[src/hw/rtl/seq_timestamp_table_defines.svh]
// Assertion macros for the sent-segment timestamp table.
// Used by the top level only; expects signals named clock and reset in scope.
`ifndef SEQ_TIMESTAMP_TABLE_DEFINES_SVH
`define SEQ_TIMESTAMP_TABLE_DEFINES_SVH

// Same-cycle implication, disabled during reset.
`define STT_ASSERT_NOW(lbl, ante, cons, msg) \
   lbl: assert property (@(posedge clock) disable iff (reset) (ante) |-> (cons)) \
      else $error(msg);

// Next-cycle implication, disabled during reset.
`define STT_ASSERT_NEXT(lbl, ante, cons, msg) \
   lbl: assert property (@(posedge clock) disable iff (reset) (ante) |=> (cons)) \
      else $error(msg);

`endif

[src/hw/rtl/stt_pkg.sv]
// Shared types, constants and helpers for the sent-segment timestamp table.
// No dependencies; imported by every module of the block.
`timescale 1ns / 1ps
`default_nettype none

package stt_pkg;

   localparam int SEQ_W   = 32;
   localparam int TIME_W  = 48;
   localparam int BYTES_W = 32;
   localparam int MODE_W  = 3;
   localparam int COUNT_W = 7;
   localparam int REQ_DATA_W = 112;
   localparam int RSP_DATA_W = 96;
   localparam int RSP_PAD_W  = RSP_DATA_W - (1 + TIME_W + BYTES_W + COUNT_W + 1);

   typedef enum logic [MODE_W-1:0] {
      MODE_APPEND      = 3'd0,
      MODE_REMOVE      = 3'd1,
      MODE_REMOVE_UPTO = 3'd2,
      MODE_FIRST       = 3'd3,
      MODE_LAST        = 3'd4,
      MODE_ADD_BYTES   = 3'd5
   } mode_type;

   typedef enum logic [1:0] {
      ST_IDLE,
      ST_EXEC,
      ST_DONE
   } state_type;

   typedef struct packed {
      logic [SEQ_W-1:0]   seq;
      logic [TIME_W-1:0]  stime;
      logic [BYTES_W-1:0] bytes;
   } entry_type;

   // Broadcast controls from the head unit to every cell.
   typedef struct packed {
      logic shift;
      logic wr;
   } cell_ctl_type;

   // Serial number order: a <= b when (b - a) mod 2^32 has its top bit clear.
   function automatic logic serial_le(input logic [SEQ_W-1:0] a,
                                      input logic [SEQ_W-1:0] b);
      logic [SEQ_W-1:0] diff;
      diff = b - a;
      return ~diff[SEQ_W-1];
   endfunction

endpackage

`default_nettype wire

[src/hw/rtl/stt_cell.sv]
// One slot of the table: holds an entry and its valid bit, shifts toward
// the head and takes a broadcast write at its own index. Uses stt_pkg.
`timescale 1ns / 1ps
`default_nettype none

module stt_cell import stt_pkg::*; #(
   parameter int TABLE_DEPTH = 64,
   parameter int CELL_IDX    = 0
) (
   input  wire logic                             clock,
   input  wire logic                             reset,
   input  wire cell_ctl_type                     ctl,
   input  wire logic [$clog2(TABLE_DEPTH)-1:0]   wr_idx,
   input  wire entry_type                        wr_entry,
   input  wire logic                             nb_valid,
   input  wire entry_type                        nb_entry,
   output logic                                  valid,
   output entry_type                             entry
);

   localparam int IDX_W = $clog2(TABLE_DEPTH);
   localparam logic [IDX_W-1:0] MY_IDX = IDX_W'(CELL_IDX);

   logic      valid_ff, valid_in;
   entry_type entry_ff, entry_in;
   logic      hit_wr;

   assign hit_wr = ctl.wr && (wr_idx == MY_IDX);

   always_comb begin
      valid_in = valid_ff;
      entry_in = entry_ff;
      // A write lands on the slot left free by the shift in the same cycle.
      if (hit_wr) begin
         valid_in = 1'b1;
         entry_in = wr_entry;
      end else if (ctl.shift) begin
         valid_in = nb_valid;
         entry_in = nb_entry;
      end
   end

   always_ff @(posedge clock) begin
      if (reset) begin
         valid_ff <= 1'b0;
      end else begin
         valid_ff <= valid_in;
      end
   end

   always_ff @(posedge clock) begin
      entry_ff <= entry_in;
   end

   assign valid = valid_ff;
   assign entry = entry_ff;

endmodule

`default_nettype wire

[config.mk]
export PLATFORM = sky130hd
export DESIGN_NAME = stt_cell
export DESIGN_NICKNAME = d
export VERILOG_FILES = /design/src/hw/rtl/seq_timestamp_table_defines.svh /design/src/hw/rtl/stt_pkg.sv /design/src/hw/rtl/stt_cell.sv
export SDC_FILE = /design/constraint.sdc
export NUM_CORES = 1
export LEC_CHECK = 0
export BUFFER_PORTS_ARGS = -buffer_cell sky130_fd_sc_hd__buf_2
export CAP_MARGIN = 20
export CORE_AREA = 2 2 137 139
export DETAILED_ROUTE_END_ITERATION = 6
export DIE_AREA = 0 0 139 141
export PLACE_DENSITY = 0.6
export SLEW_MARGIN = 20
export SYNTH_ARGS = -nofsm -noshare
export SYNTH_HDL_FRONTEND = slang
export SYNTH_SLANG_ARGS = --single-unit
export TNS_END_PERCENT = 100
[constraint.sdc]
create_clock -name clock -period 9.25 [get_ports clock]
set_input_delay 0.925 -clock clock [delete_from_list [all_inputs] [get_ports clock]]
set_output_delay 0.925 -clock clock [all_outputs]
set_load 0.03 [all_outputs]
==> flow_summary.yaml, run 1 <==
logic_synthesis:
  yosys.area.top_type: "sky130_fd_sc_hd__edfxtp_1"
  sequential_cell_area_fraction_in_the_yosys_report_pct: 67.8
  post_synth.cell_area_avg_sq_um: 20.5
  postSynthCellCount: 243
  synthXorXnorAreaFrac_pct: 0
  yosysWarnings: 0
  post_synth_and_or_nand_nor_area_fraction_pct: 0.426
  yosys.cell_types.count: 14
  synth-edff-count: 112
  synth.most_common_cell: "sky130_fd_sc_hd__edfxtp_1"
  number_of_synthesized_register_bits: 113
  synth_top_family_by_area: "multiplexers"
  synth-compound-area-share_pct: 0.100
  synth.top_cell.area_share_pct: 67.4
  async_reset_ff_share_pct: 0
  yosys.area_share.adder_pct: 0
  synth_common_cells: "sky130_fd_sc_hd__edfxtp_1, sky130_fd_sc_hd__mux2_4, sky130_fd_sc_hd__mux2_2, sky130_fd_sc_hd__buf_6, sky130_fd_sc_hd__buf_1"
  mappedNetlistNets: 478
  netlist_area_sq_um: 4990
  netlist_top_cells_area: "sky130_fd_sc_hd__edfxtp_1, sky130_fd_sc_hd__mux2_4, sky130_fd_sc_hd__mux2_2"
  synth_flop_cell: "sky130_fd_sc_hd__edfxtp_1"
  synth.mux.area_fraction_pct: 29.8
sta:
  fin_worst_skew_ns: 0
  worst-slew-pin-transition_ns: 0.847
  relSlewSlack_pct: 43.5
  max_freq_mhz: 301
  fin_crit_sh_pct: 35.9
  final_period_minus_worst_setup_slack_ns: 3.32
  grt_setup_unrepaired: "false"
  finalHoldViolations: 0
  final.setup.tns_ns: 0
  timing.final.setup_violations: 0
  slew_violations: 0
global_routing:
  grt_antenna_before_repair: 0
  grt.overflow.total: 0
  grt.total_usage_pct: 13.4
  grt_pass1_wl_mm: 20.0
  grt_pass1_vias: 3799
  pin_count_of_the_biggest_net_entering_global_routing: 59
critical_path:
  setup.worst_path.start_class: "input port"
  crit_path_end_kind: "flop"
  critical_path.max_fanout: 58
  worst-endpoint-required_ns: 9.28
  arrival_ns: 3.35
  setup.reg_to_reg.worst_slack_ns: 8.59
  worst-r2r-cell-count: 2
  critical_path_class: "input port to flop"
cts:
  clk_transition_reported_paths_ns: 0.06
  clock_tree.root_cell: "sky130_fd_sc_hd__clkbuf_16"
  post_cts_setup_buffer_count: 0
  htree_num_levels: 4
  cts.path.max_buffers: 2
  clk_latency_ns: 0.40
  cts_tree: "done"
  cts-buffers-inserted: 17
  cts_hold_buf: 0
  cts_resized: 0
  cts_sinks: 113
placed_design:
  port_buffers: 347
  gpl.final_weighted_congestion: 0.803
  post-dp-hpwl_mm: 10.7
  detailed_place.area_sq_um: 6970
power_and_ir_drop:
  power_per_cell_area_nw_per_um2: 191
  power.static_leakage_nw: 3.55
  power.ir.vdd_worst_v: 0.000114
finish:
  antenna_cells_inserted: 0
  drive_above_1_share_pct: 80.2
  final_cell_area_sq_um: 7500
  fin_nets: 835
  flow.area_growth_from_synthesis_pct: 50.2
  final_core_util_pct: 41.0
floorplanning:
  fp.dieArea_sq_um: 19600
  start_util_pct: 27.3
  fp.dieW_um: 139
  ioPinCount: 348
  fp-row-count: 50
  design.core.area_sq_um: 18300
  die-height_um: 141
drt:
  detail_route.iter0.violations: 102
  viasPerCell: 4.22
  vias: 3572
  routed_wl_mm: 13.4
  drt_first_pass_iters: 6
  post_route_drc_violation_count: 0
  routedWlPerCell_um: 15.9
  detail-route-antenna-nets: 0
min_path:
  cells_on_worst_hold_path: 2
  hold_class: "flop to flop"
run:
  max-cap-violations: 0
status:
  outcome: "finished, final reports clean"
[critical path, stage by stage]
cell and delay (ns):
sky130_fd_sc_hd__buf_2 0.10, sky130_fd_sc_hd__nor4_1 0.45, sky130_fd_sc_hd__nand3_4 0.39, sky130_fd_sc_hd__nand2b_4 0.73, sky130_fd_sc_hd__buf_4 0.69
[cell families (layout without fill, tap and decap cells)]
logic type      after synthesis  in the layout
simple gates                  4              4
buf+inv                      12            381
flops                       113            113
compound gates                1              1
mux                         113            113
[flip-flops by register name, indices dropped and copies added (netlist names)]
register and count:
entry 112, valid 1
[cells in the final DEF, fill, tap and decap left out, drive strengths merged]
cell type	n
clkbuf	18
clkinvlp	3
nand3	1
dfxtp	1
mux2i	1
buf	350
clkinv	9
edfxtp	112
a21oi	1
nand2b	1
bufinv	1
nor2	1
mux2	112
nor4	1
[through the flow]
stage	worst slack, ns	std cells	total power [mW]	hold WS, ns
2_1_floorplan	4.47	243	0.763	0.654
3_3_place_gp	5.57	815	0.859	0.519
3_5_place_dp	5.46	815	0.862	0.548
4_1_cts	5.90	846	1.45	0.558
5_1_grt	5.77	846	1.49	0.601
6_report	5.93	846	1.43	0.557
[cell type report]
cell class / instances / area (sq um)
Clock buffer: 18 / 429
Timing Repair Buffer: 350 / 1760
Tap cell: 234 / 293
Multi-Input combinational cell: 118 / 1540
Fill cell: 1708 / 10800
Clock inverter: 13 / 97.6
Sequential cell: 113 / 3380
[where the power goes]
part	total, mW	switching (mW)	internal [mW]
clock network	0.579	0.218	0.361
logic	0.226	0.136	0.0898
registers	0.623	0.0114	0.612
total	1.43	0.366	1.06
[routing by layer]
layer,track usage (%),up-vias,routed length (um)
li1,-,1677,-
met2,23.4,223,6880
met4,4.78,0,169
met3,6.28,12,1420
met1,14.1,1660,4950
met5,0,-,0
[worst paths after layout]
check	start	endpoint
max	wr_idx[1]	entry[75]
min	valid	valid
max reg2reg	valid	valid
min reg2reg	valid	valid
Note: power is estimated with default switching activity, not from simulation.
==> inputs of run 2 (changes only) <==
--- a/config.mk
+++ b/config.mk
@@ -7,10 +7,10 @@
 export LEC_CHECK = 0
 export BUFFER_PORTS_ARGS = -buffer_cell sky130_fd_sc_hd__buf_2
 export CAP_MARGIN = 20
-export CORE_AREA = 2 2 137 139
+export CORE_AREA = 2 2 134 136
 export DETAILED_ROUTE_END_ITERATION = 6
-export DIE_AREA = 0 0 139 141
-export PLACE_DENSITY = 0.6
+export DIE_AREA = 0 0 136 138
+export PLACE_DENSITY = 0.63
 export SLEW_MARGIN = 20
 export SYNTH_ARGS = -nofsm -noshare
 export SYNTH_HDL_FRONTEND = slang
==> constraint.sdc (replaced) <==
create_clock -name clock -period 3.2 [get_ports clock]
set_input_delay 0.32 -clock clock [delete_from_list [all_inputs] [get_ports clock]]
set_output_delay 0.32 -clock clock [all_outputs]
set_load 0.03 [all_outputs]
==> flow_summary.yaml, run 2 (same netlist as run 1, synthesis figures left out) <==
global_routing:
  grt.overflow.total: 0
  grt_pass1_wl_mm: 18.8
  pin_count_of_the_biggest_net_entering_global_routing: 114
  grt.total_usage_pct: 13.3
  grt_pass1_vias: 3775
  grt_antenna_before_repair: 0
critical_path:
  critical_path_class: "input port to flop"
  critical_path.max_fanout: 32
  setup.worst_path.start_class: "input port"
  crit_path_end_kind: "flop"
  worst-endpoint-required_ns: 3.27
  arrival_ns: 1.88
cts:
  cts_tree: "done"
  cts_sinks: 113
  post_cts_setup_buffer_count: 0
  cts-buffers-inserted: 17
  htree_num_levels: 4
  clk_latency_ns: 0.40
  cts.path.max_buffers: 2
  clk_transition_reported_paths_ns: 0.06
  cts_resized: 0
  cts_hold_buf: 0
  clock_tree.root_cell: "sky130_fd_sc_hd__clkbuf_16"
drt:
  drt_first_pass_iters: 4
  vias: 3558
  detail_route.iter0.violations: 125
  viasPerCell: 4.24
  post_route_drc_violation_count: 0
  detail-route-antenna-nets: 0
  routed_wl_mm: 13.0
  routedWlPerCell_um: 15.4
floorplanning:
  fp-row-count: 49
  start_util_pct: 28.5
  fp.dieArea_sq_um: 18800
  ioPinCount: 348
  design.core.area_sq_um: 17500
  die-height_um: 138
  fp.dieW_um: 136
status:
  outcome: "finished, final reports clean"
finish:
  flow.area_growth_from_synthesis_pct: 51.0
  antenna_cells_inserted: 0
  drive_above_1_share_pct: 80.5
  final_core_util_pct: 43.0
  fin_nets: 835
  largest_register_ff_count: 112
  layout_commonest_cell: "sky130_fd_sc_hd__buf_2"
  layout_common_cells: "sky130_fd_sc_hd__buf_2, sky130_fd_sc_hd__edfxtp_1, sky130_fd_sc_hd__mux2_4"
sta:
  relSlewSlack_pct: 50.3
  final.setup.tns_ns: 0
  timing.final.setup_violations: 0
  max_freq_mhz: 551
  finalHoldViolations: 0
  worst-slew-pin-transition_ns: 0.746
  slew_violations: 0
  setup_slack_ns: 1.39
  grt_setup_unrepaired: "false"
  final_period_minus_worst_setup_slack_ns: 1.81
  fin_worst_skew_ns: 0
  fin_crit_sh_pct: 56.7
placed_design:
  gpl.final_weighted_congestion: 0.781
  post-place-ws_ns: 0.932
  port_buffers: 347
  post-dp-hpwl_mm: 9.92
power_and_ir_drop:
  pwr-share-clk_pct: 41.7
  power.share.switching_pct: 25.1
  power.static_leakage_nw: 3.56
  netSwitchingPower_mw: 1.06
  combPwrFrac_pct: 15.5
  intPower_mw: 3.15
  power_per_cell_area_nw_per_um2: 558
  pwr-share-seq_pct: 42.8
  power.ir.vdd_worst_v: 0.000319
min_path:
  hold_class: "input port to flop"
run:
  max-cap-violations: 0
## run 2: cell count changes in the layout (fill, tap and decap cells not counted), sizes merged
cell / delta
clkinv: -3
clkbuf: -1
bufinv: +1
clkinvlp: +1
## run 2: area by class of cell
type,count,area [sq um]
Tap cell,229,287
Fill cell,1611,10000
Clock buffer,17,425
Sequential cell,113,3380
Timing Repair Buffer,350,1780
Clock inverter,12,121
Multi-Input combinational cell,118,1540
## run 2: through the flow
stage / instance area (sq um) / total power, mW / instances / hold WS, ns
after CTS: 7540 / 4.27 / 839 / 0.0462
after detailed placement: 6990 / 2.49 / 810 / 0.487
after global routing: 7540 / 4.38 / 839 / 0.0517
after global placement: 6990 / 2.48 / 810 / 0.477
final: 7540 / 4.20 / 839 / 0.0690
after floorplan: 4990 / 2.20 / 243 / 0.389
## run 2: path summary, 6_finish.rpt
path	from	to	slack, ns	depth (start not counted)
max	wr_idx[1]	entry[73]	1.39	5
min	reset	valid	0.07	2
max reg2reg	valid	valid	2.56	2
min reg2reg	valid	valid	0.53	2
## run 2: power by group through the flow
stage	clock network, mW	registers, mW	logic [mW]
2_1_floorplan	0	2.08	0.118
3_3_place_gp	0	1.83	0.650
3_5_place_dp	0	1.83	0.661
4_1_cts	1.81	1.80	0.662
5_1_grt	1.88	1.81	0.691
6_report	1.75	1.80	0.652
## run 2: routing by layer
metal  part of all wire [%]  track usage, %
met5                      0               0
met4                    2.3            5.92
met3                    9.7            4.69
met2                     51            24.0
met1                     37            13.6
## run 2: worst max-delay path: stages
cell	delay [ns]
sky130_fd_sc_hd__buf_2	0.10
sky130_fd_sc_hd__nor4_1	0.46
sky130_fd_sc_hd__nand3_4	0.16
sky130_fd_sc_hd__nand2b_4	0.40
sky130_fd_sc_hd__buf_4	0.42
